### src/rtl/actcs_pkg.sv
`timescale 1ns / 1ps

package actcs_pkg;

  localparam int CAPACITY_DEF    = 256;
  localparam int VALUE_WIDTH_DEF = 32;

  // Port field widths
  localparam int KEY_W   = 32;
  localparam int POS_W   = 9;
  localparam int PAR_W   = 8;
  localparam int VAL_W   = 32;
  localparam int LVL_W   = 4;
  localparam int COUNT_W = 9;

  typedef enum logic [1:0] {
    ACT_INSERT = 2'd0,
    ACT_DELETE = 2'd1,
    ACT_QUERY  = 2'd2,
    ACT_CLEAR  = 2'd3
  } act_t;

  typedef enum logic [1:0] {
    ST_OK       = 2'd0,
    ST_NOTFOUND = 2'd1,
    ST_FULL     = 2'd2,
    ST_EMPTY    = 2'd3
  } stat_t;

  typedef struct packed {
    stat_t              status;
    logic [POS_W-1:0]   position;
    logic [PAR_W-1:0]   parent_position;
    logic               left_valid;
    logic [VAL_W-1:0]   left_value;
    logic               right_valid;
    logic [VAL_W-1:0]   right_value;
    logic               sibling_valid;
    logic [VAL_W-1:0]   sibling_value;
    logic [LVL_W-1:0]   depth;
    logic [LVL_W-1:0]   height;
    logic [COUNT_W-1:0] node_count;
  } result_t;

endpackage

### src/rtl/actcs_ctrl.sv
`timescale 1ns / 1ps

module actcs_ctrl #(
  parameter int CAPACITY    = actcs_pkg::CAPACITY_DEF,
  parameter int VALUE_WIDTH = actcs_pkg::VALUE_WIDTH_DEF,
  parameter int AW          = 8,
  parameter int CNT_W       = 9
) (
  input  logic                           clk,
  input  logic                           rst_n,
  input  logic                           in_valid,
  output logic                           in_ready,
  input  logic [1:0]                     in_action,
  input  logic [actcs_pkg::KEY_W-1:0]    in_key,
  output logic                           mem_we,
  output logic [AW-1:0]                  mem_waddr,
  output logic [VALUE_WIDTH-1:0]         mem_wdata,
  output logic [AW-1:0]                  mem_raddr,
  input  logic [VALUE_WIDTH-1:0]         mem_rdata,
  output logic                           res_valid,
  input  logic                           res_ready,
  output actcs_pkg::result_t             res
);

  localparam int SW = CNT_W + 1;
  localparam int DW = $clog2(SW + 1);

  typedef enum logic [3:0] {
    S_IDLE, S_SEARCH, S_DEL_RD, S_DEL_WR, S_Q_LEFT, S_Q_RIGHT,
    S_Q_SIB, S_Q_LAST, S_CALC, S_DONE
  } state_t;

  state_t                 state_r;
  logic [CNT_W-1:0]       cnt_r;
  logic                   started_r;
  actcs_pkg::act_t        act_r;
  actcs_pkg::act_t        in_act;
  logic [VALUE_WIDTH-1:0] key_r;
  logic [SW-1:0]          rd_slot_r;
  logic                   cmp_vld_r;
  logic [SW-1:0]          cmp_slot_r;
  logic [SW-1:0]          pos_r;
  logic [SW-1:0]          par_r;
  actcs_pkg::stat_t       status_r;
  logic                   lv_r, rv_r, sv_r;
  logic [VALUE_WIDTH-1:0] lval_r, rval_r, sval_r;
  logic [SW-1:0]          dj_r, hj_r;
  logic [DW-1:0]          dep_r, hgt_r;

  logic [SW-1:0] cnt_ext, left_slot, right_slot;
  logic          hit;

  assign in_act     = actcs_pkg::act_t'(in_action);
  assign cnt_ext    = SW'(cnt_r);
  assign left_slot  = pos_r << 1;
  assign right_slot = left_slot + SW'(1);
  assign hit        = cmp_vld_r && (mem_rdata == key_r);
  assign in_ready   = (state_r == S_IDLE);
  assign res_valid  = (state_r == S_DONE);

  // Memory port steering: slot s lives at index s-1
  always_comb begin
    mem_we    = 1'b0;
    mem_waddr = AW'(cnt_r);
    mem_wdata = VALUE_WIDTH'(in_key);
    mem_raddr = AW'(rd_slot_r - SW'(1));
    case (state_r)
      S_IDLE: begin
        mem_we = in_valid && (in_act == actcs_pkg::ACT_INSERT) &&
                 (cnt_ext < SW'(CAPACITY));
      end
      S_DEL_RD: mem_raddr = AW'(cnt_ext - SW'(1));
      S_DEL_WR: begin
        mem_we    = 1'b1;
        mem_waddr = AW'(pos_r - SW'(1));
        mem_wdata = mem_rdata;
      end
      S_Q_LEFT:  mem_raddr = AW'(left_slot - SW'(1));
      S_Q_RIGHT: mem_raddr = AW'(left_slot);
      S_Q_SIB:   mem_raddr = pos_r[0] ? AW'(pos_r - SW'(2)) : AW'(pos_r);
      default: ;
    endcase
  end

  always_ff @(posedge clk) begin
    if (!rst_n) begin
      state_r   <= S_IDLE;
      cnt_r     <= '0;
      started_r <= 1'b0;
      cmp_vld_r <= 1'b0;
    end else begin
      case (state_r)
        S_IDLE: begin
          if (in_valid) begin
            act_r     <= in_act;
            key_r     <= VALUE_WIDTH'(in_key);
            status_r  <= actcs_pkg::ST_OK;
            pos_r     <= '0;
            par_r     <= '0;
            lv_r      <= 1'b0;
            rv_r      <= 1'b0;
            sv_r      <= 1'b0;
            lval_r    <= '0;
            rval_r    <= '0;
            sval_r    <= '0;
            dep_r     <= '0;
            hgt_r     <= '0;
            rd_slot_r <= SW'(1);
            cmp_vld_r <= 1'b0;
            state_r   <= S_DONE;
            case (in_act)
              actcs_pkg::ACT_INSERT: begin
                if (cnt_ext >= SW'(CAPACITY)) begin
                  status_r <= actcs_pkg::ST_FULL;
                end else begin
                  cnt_r     <= cnt_r + CNT_W'(1);
                  started_r <= 1'b1;
                end
              end
              actcs_pkg::ACT_DELETE: begin
                if (!started_r) begin
                  status_r <= actcs_pkg::ST_EMPTY;
                end else if (cnt_r == '0) begin
                  status_r <= actcs_pkg::ST_NOTFOUND;
                end else begin
                  state_r <= S_SEARCH;
                end
              end
              actcs_pkg::ACT_QUERY: begin
                if (cnt_r == '0) begin
                  status_r <= actcs_pkg::ST_NOTFOUND;
                end else begin
                  state_r <= S_SEARCH;
                end
              end
              actcs_pkg::ACT_CLEAR: begin
                cnt_r     <= '0;
                started_r <= 1'b0;
              end
              default: ;
            endcase
          end
        end
        // Issue one slot read per cycle, compare the previous slot's data
        S_SEARCH: begin
          if (hit) begin
            pos_r     <= cmp_slot_r;
            cmp_vld_r <= 1'b0;
            state_r   <= (act_r == actcs_pkg::ACT_DELETE) ? S_DEL_RD : S_Q_LEFT;
          end else if (cmp_vld_r && (cmp_slot_r == cnt_ext)) begin
            cmp_vld_r <= 1'b0;
            status_r  <= actcs_pkg::ST_NOTFOUND;
            state_r   <= S_DONE;
          end else begin
            cmp_vld_r  <= (rd_slot_r <= cnt_ext);
            cmp_slot_r <= rd_slot_r;
            if (rd_slot_r <= cnt_ext) begin
              rd_slot_r <= rd_slot_r + SW'(1);
            end
          end
        end
        S_DEL_RD: state_r <= S_DEL_WR;
        // Move the last entry into the emptied slot
        S_DEL_WR: begin
          cnt_r   <= cnt_r - CNT_W'(1);
          state_r <= S_DONE;
        end
        S_Q_LEFT: begin
          par_r   <= pos_r >> 1;
          state_r <= S_Q_RIGHT;
        end
        S_Q_RIGHT: begin
          lv_r    <= (left_slot <= cnt_ext);
          lval_r  <= (left_slot <= cnt_ext) ? mem_rdata : '0;
          state_r <= S_Q_SIB;
        end
        S_Q_SIB: begin
          rv_r    <= (right_slot <= cnt_ext);
          rval_r  <= (right_slot <= cnt_ext) ? mem_rdata : '0;
          state_r <= S_Q_LAST;
        end
        S_Q_LAST: begin
          if ((pos_r > SW'(1)) && (pos_r[0] || ((pos_r + SW'(1)) <= cnt_ext))) begin
            sv_r   <= 1'b1;
            sval_r <= mem_rdata;
          end
          dj_r    <= pos_r >> 1;
          hj_r    <= left_slot;
          state_r <= S_CALC;
        end
        // Depth: halve to zero; height: double while within the count
        S_CALC: begin
          if (dj_r != '0) begin
            dj_r  <= dj_r >> 1;
            dep_r <= dep_r + DW'(1);
          end
          if (hj_r <= cnt_ext) begin
            hj_r  <= hj_r << 1;
            hgt_r <= hgt_r + DW'(1);
          end
          if ((dj_r == '0) && (hj_r > cnt_ext)) begin
            state_r <= S_DONE;
          end
        end
        S_DONE: begin
          if (res_ready) begin
            state_r <= S_IDLE;
          end
        end
        default: state_r <= S_IDLE;
      endcase
    end
  end

  always_comb begin
    res.status          = status_r;
    res.position        = actcs_pkg::POS_W'(pos_r);
    res.parent_position = actcs_pkg::PAR_W'(par_r);
    res.left_valid      = lv_r;
    res.left_value      = actcs_pkg::VAL_W'(lval_r);
    res.right_valid     = rv_r;
    res.right_value     = actcs_pkg::VAL_W'(rval_r);
    res.sibling_valid   = sv_r;
    res.sibling_value   = actcs_pkg::VAL_W'(sval_r);
    res.depth           = actcs_pkg::LVL_W'(dep_r);
    res.height          = actcs_pkg::LVL_W'(hgt_r);
    res.node_count      = actcs_pkg::COUNT_W'(cnt_r);
  end

`ifndef SYNTHESIS
  a_cnt_bound: assert property (@(posedge clk) disable iff (!rst_n)
    cnt_ext <= SW'(CAPACITY))
    else $error("node count above capacity");

  a_we_state: assert property (@(posedge clk) disable iff (!rst_n)
    mem_we |-> (state_r == S_IDLE || state_r == S_DEL_WR))
    else $error("slot write outside insert or delete refill");

  a_clear: assert property (@(posedge clk) disable iff (!rst_n)
    (in_valid && in_ready && in_act == actcs_pkg::ACT_CLEAR) |=>
      (cnt_r == '0 && !started_r))
    else $error("clear did not empty the tree");

  a_del_count: assert property (@(posedge clk) disable iff (!rst_n)
    (state_r == S_DEL_WR) |=> (cnt_r == $past(cnt_r) - CNT_W'(1)))
    else $error("delete did not drop the count by one");
`endif

endmodule

### config.mk
export PLATFORM = sky130hd
export DESIGN_NAME = actcs_ctrl
export DESIGN_NICKNAME = d
export VERILOG_FILES = /design/src/rtl/actcs_pkg.sv /design/src/rtl/actcs_ctrl.sv
export SDC_FILE = /design/constraint.sdc
export NUM_CORES = 1
export LEC_CHECK = 0
export BUFFER_PORTS_ARGS = -buffer_cell sky130_fd_sc_hd__buf_2
export CORE_AREA = 3 3 155 157
export CTS_BUF_LIST = sky130_fd_sc_hd__clkbuf_8 sky130_fd_sc_hd__clkbuf_16
export CTS_CLUSTER_DIAMETER = 200
export CTS_CLUSTER_SIZE = 40
export DETAILED_ROUTE_END_ITERATION = 6
export DIE_AREA = 0 0 158 160
export HOLD_SLACK_MARGIN = 0.1
export PLACE_DENSITY = 0.74
export SLEW_MARGIN = 0
export SYNTH_ARGS = -nofsm -noshare
export SYNTH_HDL_FRONTEND = slang
export SYNTH_SLANG_ARGS = --single-unit
### constraint.sdc
create_clock -name clk -period 5.3 [get_ports clk]
set_input_delay 0.53 -clock clk [delete_from_list [all_inputs] [get_ports clk]]
set_output_delay 0.53 -clock clk [all_outputs]
set_load 0.005 [all_outputs]
* Word-level counts from Yosys, hierarchy flattened
Cells that the tools add are included.
** Word-level totals
- Bits in registers :: 216
- Output and inout port bits :: 186
- Word-level logic and storage cells :: 174
** Cells by class
- $lt $le $gt $ge :: 9
- Equality and inequality tests :: 30
- Add/sub/neg operators :: 12
- Bitwise gates (word level) :: 2
- Reduce and logical (&&, ||, !) cells :: 38
- Muxes and demuxes :: 62
** Operators with widths (count)
- $pmux 32 s2 :: 3
- $mux 32 :: 5
- $mux 10 :: 8
- $pmux 10 s2 :: 4
- $le 10x9->1 :: 5
- $mux 4 :: 10
- $pmux 4 s10 :: 1
- $pmux 9 s2 :: 2
- $eq 32x32->1 :: 1
- $pmux 8 s4 :: 1
- $reduce_and 4->1 :: 8
- $sub 8x1->8 const B :: 4
- $add 10x1->10 const B :: 3
- $pmux 4 s2 :: 3
- $ne 2x2->1 const B :: 11
- $mux 9 :: 2
- $reduce_and 3->1 :: 6
- $reduce_bool 2->1 :: 9
- $eq 4x3->1 const B :: 4
- $mux 8 :: 2
- $pmux 8 s2 :: 1
- $pmux 1 s2 :: 6
- $eq 10x9->1 :: 1
- $gt 10x1->1 const B :: 1
- other kinds (31) :: 52

* Logic depth before layout (Yosys ltp)
Gate-level depths: netlist of the first run.
- Depth after elaboration :: 6
- Mapped depth :: 11
- Gate-level depth less buffers :: 11

* Worst setup path before layout of the first run
Ideal clock, no wire load.
- Path kind :: flip-flop to flip-flop
- Start point :: reg pos_r[0]
- End point :: reg sv_r (enable)
- Cell stages (with the launch flop) :: 10
- Clock period less this slack :: 4.148 ns
- Path slack :: 1.152 ns
- Buffers on the path :: 1
- Data arrival time :: 3.714 ns
- Required time :: 4.866 ns
- Library setup time :: 0.434 ns
- Cells stage by stage :: edfxtp_1 -> clkbuf_1 -> inv_1 -> ha_1 -> ha_1 -> a21oi_1 -> o221ai_1 -> a221oi_1 -> o211ai_1 -> a21oi_1
** Between the ends
- Longest elaborated chain between the ends :: 6
** Ends and longest elaborated chain
- from (decl) :: RTL line actcs_ctrl.sv:42 : logic [SW-1:0] pos_r;
- from (signal assigned) :: RTL line actcs_ctrl.sv:147 : pos_r <= cmp_slot_r;
- $add 10x1->10 :: RTL line actcs_ctrl.sv:183 : if ((pos_r > SW'(1)) && (pos_r[0] || ((pos_r + SW'(1)) <= cnt_ext))) begin
- $le 10x9->1 :: RTL line actcs_ctrl.sv:183
- $logic_or 1x1->1 :: RTL line actcs_ctrl.sv:183
- $logic_and 1x1->1 * :: RTL line actcs_ctrl.sv:183
- $ne 2x2->1 (no source line) *
- $reduce_and 4->1 (no source line) *
- to (signal assigned) :: RTL line actcs_ctrl.sv:102 : sv_r <= 1'b0;
- to (signal assigned) :: RTL line actcs_ctrl.sv:184 : sv_r <= 1'b1;
- to (decl) :: RTL line actcs_ctrl.sv:45 : logic lv_r, rv_r, sv_r;
Every way passes the cells marked *; elsewhere a longest branch is shown, timed or not.
A chain may end at the register's enable or synchronous reset.

* Final worst setup path of the first run
- Start point :: reg state_r[1]
- End point :: out mem_raddr[2]
** Between the ends
- Longest elaborated chain between the ends :: 2
** Ends and longest elaborated chain
- from (decl) :: RTL line actcs_ctrl.sv:33 : state_t state_r;
- from (signal assigned) :: RTL line actcs_ctrl.sv:149 : state_r <= (act_r == actcs_pkg::ACT_DELETE) ? S_DEL_RD : S_Q_LEFT;
- $eq 4x3->1 / $eq 4x2->1 (equally long branches) :: RTL line actcs_ctrl.sv:67 : case (state_r)
- $pmux 8 s4 * :: RTL line actcs_ctrl.sv:67
- to (decl) :: RTL line actcs_ctrl.sv:18 : output logic [AW-1:0] mem_raddr,
Marked as above.

==> summary.txt, run 1 <==
Die
  • Num rows: 55
  • Die Span X: 158 um
  • Die area: 25,300 um2
  • Core Region: 22,600 um2
  • Die Y: 160 um
  • Initial core utilization: 0.502
  • Num ports: 256

STA
  • Max Fclk: 229 MHz
  • Setup violations, final: 0
  • Relative slew margins: 0.232
  • RSZ-0062 raised after global routing: no
  • Minimum clock period: 4.36 ns
  • Hold Vio Cnt, Final: 0
  • Setup_tns: 0 ns
  • Layout Skew: 0.0416 ns
  • Worst-Margin Slew: 1.15 ns
  • Tcrit/Tclk final: 0.823
  • Slew Limit Fails: 0

Logic synthesis
  • Top post-synthesis cells by area: edfxtp_1 53%, and2_1 5.7%, ha_1 5.7%
  • Ys async rst share: 0
  • Seq/Total Area, Yosys: 0.552
  • Syn Area/Cell: 10.8 um2
  • Yosys cell types: 62
  • Ys flop type: edfxtp_1
  • Post-Syn Nets: 1,175
  • Largest area contributor in the netlist: edfxtp_1
  • Post-Synthesis Cells: 1,053
  • Seq cells post-synth: 214
  • Post-synth top area share: 0.525
  • Post-synth EDFFs: 199
  • Yosys warnings: 0
  • Syn Std Cell Area: 11,400 um2

Clocking
  • Resized Gates After CTS: 0
  • Clock latency at the later pin of the worst-skew pair: 0.50 ns
  • Clock Pin Slew Worst Setup and Hold Paths: 0.14 ns
  • CTS tree: built
  • CTS Hold Bufs: 0
  • Clk buf depth: 3
  • Clock sinks: 214
  • CTS root buf: clkbuf_16
  • Inserted Clock Buffers: 9
  • H-tree depth: 1
  • Setup Buffers After CTS: 0

Detailed routing
  • Routed vias: 8,871
  • DRT Wirelength: 33.2 mm
  • Post-DRT Antenna Nets: 0
  • 1st-iter DRT viols: 846
  • Drt drc: 0
  • Routed len/inst: 21.4 um
  • Vias per cell: 5.72
  • DR pass1 iterations: 5

Global routing
  • First-pass GRT wire length: 49.0 mm
  • GRT Total Usage: 0.250
  • Largest net degree at the start of global routing: 46
  • GRT overflow: 0
  • Antenna violations before repair: 0
  • Vias in the first global route: 8,352

Placed design
  • Gp weighted congestion: 0.922
  • Final HPWL DP: 23.9 mm
  • IO Port Bufs: 255

Setup path
  • Worst EP arrival: 3.83 ns
  • Critical path class: reg -> out
  • Critical Path End Type: output port
  • Worst setup path end: mem_raddr[2]
  • Reg-to-Reg End: sval_r[11]
  • FF-to-FF setup slack: 1.48 ns
  • Setup crit start kind: flip-flop
  • Worst Path Required: 4.77 ns
  • RR Startpoint: pos_r[0]
  • Register-to-Register Path Depth: 10
  • Crit-path max FO: 28
  • Crit. Startpoint: state_r[1]

Job
  • # Max-Cap Violations: 0

Power
  • Power per Cell Area: 354 nW/um2
  • IR Drop Worst-Case VDD: 0.211 mV
  • Leakage: 5.30 nW

Min path
  • HP Class: in -> reg

Finish
  • Nets@finish: 1,384
  • Share of cells above drive strength 1: 0.232
  • Util after Layout: 0.578
  • Area delta synth->final: 15.0%

Outcome
  • Outcome: finished, final reports clean
==> power by group <==
part,internal (W),switching (W),total [W],leakage (nW)
registers,0.00220,0.000246,0.00245,1.99
logic,0.000512,0.000826,0.00134,3.17
clock network,0.000324,0.000515,0.000839,0.138
==> area by class of cell <==
cell class	instances	area [um2]
tap	285	357
timing repair buffer	266	1360
antenna	1	2.50
multi-input combinational	741	4710
sequential	214	6280
clock buffer	9	225
clock inverter	4	41.3
fill	1875	9560
inverter	30	113
==> cells by family after synthesis <==
logic type / Yosys count / share of synthesized area
AOI/OAI and AO/OA: 139 / 0.0774
xor gates and xnor gates: 76 / 0.0585
adders and majority gates: 52 / 0.0572
buffers and inverters: 98 / 0.0400
DFF: 214 / 0.552
muxes: 10 / 0.00891
and+or+nand+nor: 464 / 0.206
==> worst max-delay path, cell delays in order, from the launching register on <==
cell	delay [ns]
dfxtp_1	0.99
nor4b_4	0.89
a21oi_1	0.21
ha_1	0.27
xor2_1	0.19
nand2_1	0.10
o31ai_1	0.09
a221oi_1	0.40
buf_2	0.19
==> registers in the layout (all words and copies together), names as in the netlist, 8 cells and up <==
register    cells
cmp_slot_r     10
cnt_r           9
dj_r            9
hj_r            9
key_r          32
lval_r         32
par_r           8
pos_r          10
rd_slot_r      10
rval_r         32
sval_r         32
==> metal layers <==
metal,wire length [um],share of wire,track usage
met3,3110,0.094,0.0469
met2,15700,0.47,0.415
met5,0,0,0
met4,995,0.030,0.0724
met1,13300,0.40,0.336
==> how the worst min path moves through the flow <==
stage	cells past startpoint	start	endpoint	slack, ns
finish	1	in_key[23]	key_r[23]	0.22
global route	1	in_key[23]	key_r[23]	0.21
CTS	1	in_key[23]	key_r[23]	0.22
detailed placement	2	dj_r[8]	dj_r[7]	0.54
global placement	2	dj_r[8]	dj_r[7]	0.53
floorplan	0	rd_slot_r[2]	cmp_slot_r[2]	0.45
==> cell usage after synthesis, types with 3 or more instances <==
master	number
o21a_1	3
a21oi_1	50
clkbuf_1	34
o22ai_1	4
and3_1	24
ha_1	52
nor2_1	59
nor2b_1	6
or3_1	4
mux2i_1	9
and2_1	104
o21ai_1	4
a211oi_1	9
a21o_1	8
o221ai_1	3
xor2_1	23
inv_1	29
edfxtp_1	199
nor4_1	8
o32ai_1	3
nand3_1	27
o31ai_1	4
buf_4	17
a22oi_1	6
buf_2	13
dfxtp_1	15
nand4_1	14
nand2b_1	4
nand3b_1	4
buf_1	3
a221oi_1	5
o21ai_0	19
nor3_1	22
a31oi_1	6
or2_1	3
xnor2_1	53
o211ai_1	4
nand2_1	169
==> through the flow <==
stage	power [W]	hold slack [ns]	instance area, um2	instances	worst slack [ns]
3_5_place_dp	0.00381	0.541	12800	1536	1.44
4_1_cts	0.00464	0.217	13100	1549	1.04
5_1_grt	0.00486	0.209	13100	1549	0.734
2_1_floorplan	0.00325	0.452	11400	1053	1.15
3_3_place_gp	0.00378	0.534	12800	1536	1.50
6_report	0.00463	0.223	13100	1550	0.937
==> layout by cell type (no fill, tap or decap), drive strengths merged, types with 5 or more instances in the layout <==
master	n
a211oi	9
a21o	8
a21oi	52
a221oi	5
a22oi	6
a31oi	6
and2	104
and3	24
buf	266
clkbuf	9
dfxtp	15
edfxtp	199
ha	52
inv	32
mux2i	9
nand2	170
nand3	27
nand4	14
nor2	59
nor2b	6
nor3	22
nor4	9
o21ai	24
xnor2	53
xor2	23
(Power assumes the default switching activity.)
==> inputs of run 2 (changes only) <==
Clock period 5.3 ns to 4.13 ns, I/O delays scaled along.
==> summary.txt, run 2 (same netlist as run 1, synthesis figures left out) <==
Outcome
  • Outcome: finished, final reports clean

Clocking
  • CTS tree: built
  • CTS Hold Bufs: 0
  • Clock sinks: 214
  • Clock latency at the later pin of the worst-skew pair: 0.49 ns
  • H-tree depth: 1
  • Inserted Clock Buffers: 9
  • Clock Pin Slew Worst Setup and Hold Paths: 0.14 ns
  • CTS root buf: clkbuf_16
  • Setup Buffers After CTS: 0
  • Resized Gates After CTS: 0
  • Clk buf depth: 3

Detailed routing
  • Routed vias: 9,032
  • Routed len/inst: 21.5 um
  • Post-DRT Antenna Nets: 0
  • 1st-iter DRT viols: 750
  • Vias per cell: 5.75
  • Drt drc: 0
  • DRT Wirelength: 33.8 mm
  • DR pass1 iterations: 5

Finish
  • Most common cell after layout, fill and taps aside: buf_2
  • Share of cells above drive strength 1: 0.243
  • Diodes inserted: 0
  • Most frequent cells in the layout: 255 x buf_2, 199 x edfxtp_1, 169 x nand2_1
  • Fill cell count: 1,911
  • Area delta synth->final: 16.6%
  • Nets@finish: 1,407

Setup path
  • Worst Path Required: 3.72 ns
  • Critical path class: reg -> out
  • Critical Path End Type: output port
  • Crit-path max FO: 28
  • Setup crit start kind: flip-flop
  • Worst EP arrival: 3.30 ns

Placed design
  • Final HPWL DP: 24.7 mm
  • IO Port Bufs: 255
  • Gp weighted congestion: 0.879
  • Place WS: 0.827 ns

Global routing
  • Vias in the first global route: 8,393
  • Antenna violations before repair: 0
  • Grt peak-use layer: met2
  • Met3 Track Usage GR: 0.0347
  • GRT overflow: 0
  • Met1 global-route usage: 0.349
  • Met2 usage in global routing: 0.436
  • First-pass GRT wire length: 50.2 mm
  • Largest net degree at the start of global routing: 43
  • GRT Total Usage: 0.256

STA
  • Setup_tns: 0 ns
  • Slew Limit Fails: 0
  • Max Fclk: 270 MHz
  • Worst-Margin Slew: 0.946 ns
  • Relative slew margins: 0.368
  • Final setup margin: 0.420 ns
  • Hold slack: 0.125 ns
  • RSZ-0062 raised after global routing: no
  • Hold Vio Cnt, Final: 0
  • Minimum clock period: 3.71 ns
  • Layout Skew: 0.0365 ns
  • Tcrit/Tclk final: 0.898
  • Setup violations, final: 0

Die
  • Num ports: 256
  • Die area: 25,300 um2
  • Die Y: 160 um
  • Num rows: 55
  • Die Span X: 158 um
  • Core Region: 22,600 um2
  • Initial core utilization: 0.502

Min path
  • HP Class: in -> reg

Power
  • Power per Cell Area: 454 nW/um2
  • Sw frac: 0.342
  • IR Drop Worst-Case VDD: 0.267 mV
  • Int Pwr: 0.00396 W
  • Switching power: 0.00206 W
  • Leakage: 5.41 nW
  • Comb pwr share: 0.310
  • Clock Power Share: 0.180
  • Seq pwr share: 0.510

Job
  • # Max-Cap Violations: 0
[run 2: cell count changes in the layout (fill, tap and decap cells not counted)]
cell,previous run,this run
buf_4,11,31
dlygate4sd3_1,0,3
diode_2,1,0
[run 2: power groups by stage]
stage          Clock, W  Sequential, W  Combinational, W
2_1_floorplan         0        0.00305           0.00112
3_3_place_gp          0        0.00311           0.00182
3_5_place_dp          0        0.00312           0.00185
4_1_cts         0.00112        0.00307           0.00186
5_1_grt         0.00118        0.00311           0.00206
6_report        0.00108        0.00307           0.00187
[run 2: cell type report]
type,count,area [um2],area share
inverters,30,113,0.00849
flip-flops and latches,214,6280,0.473
repair buffers,289,1540,0.116
clock buffers,9,225,0.0170
well taps,285,357,0.0269
multi-input cells,741,4710,0.355
clock inverters,4,41.3,0.00311
[run 2: critical path, stage by stage (launching register included)]
cell and delay [ns]:
dfxtp_1 0.96, nor4b_4 0.33, buf_4 0.25, nor2_1 0.07, a21oi_1 0.17, ha_1 0.24, xor2_1 0.11, nand2_1 0.09
o31ai_1 0.08, a221oi_1 0.34, buf_2 0.18
[run 2: stage by stage]
stage,power [W],utilization,std cells,instance area [um2]
after detailed placement,0.00497,0.572,1556,13000
after global routing,0.00635,0.586,1572,13300
after CTS,0.00604,0.584,1569,13200
final,0.00602,0.586,1572,13300
after floorplan,0.00417,-,1053,11400
after global placement,0.00493,0.572,1556,13000
[run 2: final timing paths]
path                                 start            to  slack (ns)  depth (start not counted)
worst max register to register    pos_r[0]     sval_r[8]        0.75                         11
worst min register to register     hj_r[1]       hj_r[2]        0.58                          2
worst max-delay path            state_r[1]  mem_raddr[2]        0.42                         10
worst min-delay path            in_key[31]     key_r[31]        0.12                          1
[run 2: metal layers]
layer  share of wire  wire length, um  vias to the layer above
met3           0.087             2950                       59
li1                -                -                     4165
met4           0.025              846                        0
met5               0                0                        -
met2            0.49            16500                      485
met1            0.40            13500                     4323
==> inputs of run 3 (changes only) <==
Settings changed: CORE_AREA 3 3 155 157 to 3 3 163 150, DIE_AREA 0 0 158 160 to 0 0 166 153, PLACE_DENSITY 0.74 to 0.82.
==> summary.txt, run 3 (same netlist as run 1, synthesis figures left out) <==
Outcome
  • Outcome: finished, final reports clean

Detailed routing
  • Routed vias: 9,097
  • Drt drc: 0
  • 1st-iter DRT viols: 1,227
  • Post-DRT Antenna Nets: 0
  • Vias per cell: 5.73
  • Routed len/inst: 20.7 um
  • DRT Wirelength: 32.8 mm
  • DR pass1 iterations: 6

Finish
  • Nets@finish: 1,405
  • Share of cells above drive strength 1: 0.244
  • Most frequent cells in the layout: 255 x buf_2, 199 x edfxtp_1, 169 x nand2_1
  • Finished Cell Area: 13,300 um2
  • Area delta synth->final: 16.7%
  • Most common cell after layout, fill and taps aside: buf_2

Die
  • Die Y: 153 um
  • Die Span X: 166 um
  • Initial core utilization: 0.494
  • Num ports: 256
  • Num rows: 53
  • Die area: 25,400 um2
  • Core Region: 23,000 um2

Clocking
  • Clock latency at the later pin of the worst-skew pair: 0.50 ns
  • CTS root buf: clkbuf_16
  • Resized Gates After CTS: 0
  • H-tree depth: 1
  • CTS tree: built
  • Clock sinks: 214
  • CTS Hold Bufs: 0
  • Setup Buffers After CTS: 0
  • Inserted Clock Buffers: 9
  • Clock Pin Slew Worst Setup and Hold Paths: 0.14 ns
  • Clk buf depth: 3

Power
  • Tot Pwr: 0.00600 W
  • IR Drop Worst-Case VDD: 0.272 mV
  • Leakage: 5.41 nW
  • Power per Cell Area: 452 nW/um2

STA
  • Tcrit/Tclk final: 0.858
  • Worst-Margin Slew: 0.988 ns
  • Slew Limit Fails: 0
  • Setup violations, final: 0
  • Minimum clock period: 3.54 ns
  • RSZ-0062 raised after global routing: no
  • Setup_tns: 0 ns
  • Relative slew margins: 0.340
  • Hold Vio Cnt, Final: 0
  • Max Fclk: 282 MHz
  • Layout Skew: 0.0466 ns
  • Final setup margin: 0.588 ns

Global routing
  • First-pass GRT wire length: 50.3 mm
  • GRT overflow: 0
  • Met3 Track Usage GR: 0.0393
  • Grt peak-use layer: met2
  • Met2 usage in global routing: 0.420
  • Largest net degree at the start of global routing: 42
  • Vias in the first global route: 8,551
  • Antenna violations before repair: 2
  • GRT Total Usage: 0.250
  • Met1 global-route usage: 0.330

Setup path
  • Critical Path Slowest Stage Cell: dfxtp_1
  • Worst EP arrival: 3.13 ns
  • Crit path max-delay family: flip-flops
  • Register-to-Register Path Depth: 10
  • Critical path buffer and inverter count: 2
  • Crit-path max FO: 26
  • RR Startpoint: pos_r[1]
  • Critical Path End Type: output port
  • Setup crit start kind: flip-flop
  • FF-to-FF setup slack: 0.77 ns
  • Critical Path Max Stage Delay: 1.00 ns
  • Worst-path cell chain: nor4bb_4, buf_4, nor2_1, a21oi_1, buf_2
  • Critical path class: reg -> out
  • Reg-to-Reg End: sval_r[5]
  • Worst Path Required: 3.72 ns

Min path
  • Hold Crit Depth: 1
  • Hold endpoint: key_r[8]
  • Start point of the worst hold path: in_key[8]
  • HP Class: in -> reg

Placed design
  • Placement Cell Area: 13,000 um2
  • Gp weighted congestion: 0.976
  • Final HPWL DP: 24.5 mm
  • IO Port Bufs: 255
  • Place WS: 0.878 ns

Job
  • # Max-Cap Violations: 0
-- run 3: power breakdown --
group / total, W / leakage (nW) / internal [W] / switching [W]
clock network: 0.00108 / 0.138 / 0.000416 / 0.000663
registers: 0.00307 / 1.99 / 0.00282 / 0.000250
logic: 0.00185 / 3.28 / 0.000710 / 0.00114
total: 0.00600 / 5.41 / 0.00395 / 0.00205
-- run 3: routing by layer --
metal | vias to the layer above | wire length [um]
met3 | 93 | 3210
met1 | 4276 | 12800
met2 | 574 | 15500
met5 | - | 0
met4 | 0 | 1310
li1 | 4154 | -
-- run 3: worst max path at each step --
stage                from  depth (start not counted)           end
6_report       state_r[0]                          5  mem_waddr[4]
5_1_grt        state_r[0]                          5  mem_waddr[4]
4_1_cts        state_r[0]                          5  mem_waddr[3]
3_5_place_dp     pos_r[1]                         11     sval_r[9]
3_3_place_gp     pos_r[1]                         11     sval_r[8]
2_1_floorplan    pos_r[0]                          9          sv_r
-- run 3: per-stage QoR --
stage,hold slack (ns),instances,utilization
2_1_floorplan,0.452,1053,-
3_3_place_gp,0.532,1574,0.565
3_5_place_dp,0.544,1574,0.565
4_1_cts,0.105,1587,0.577
5_1_grt,0.103,1588,0.577
6_report,0.118,1588,0.577
-- run 3: layout make-up --
type / instances / area (um2)
Antenna cell: 1 / 2.50
Clock buffer: 9 / 225
Clock inverter: 4 / 41.3
Fill cell: 1928 / 9740
Inverter: 30 / 113
Multi-Input combinational cell: 741 / 4710
Sequential cell: 214 / 6280
Tap cell: 302 / 378
Timing Repair Buffer: 287 / 1530
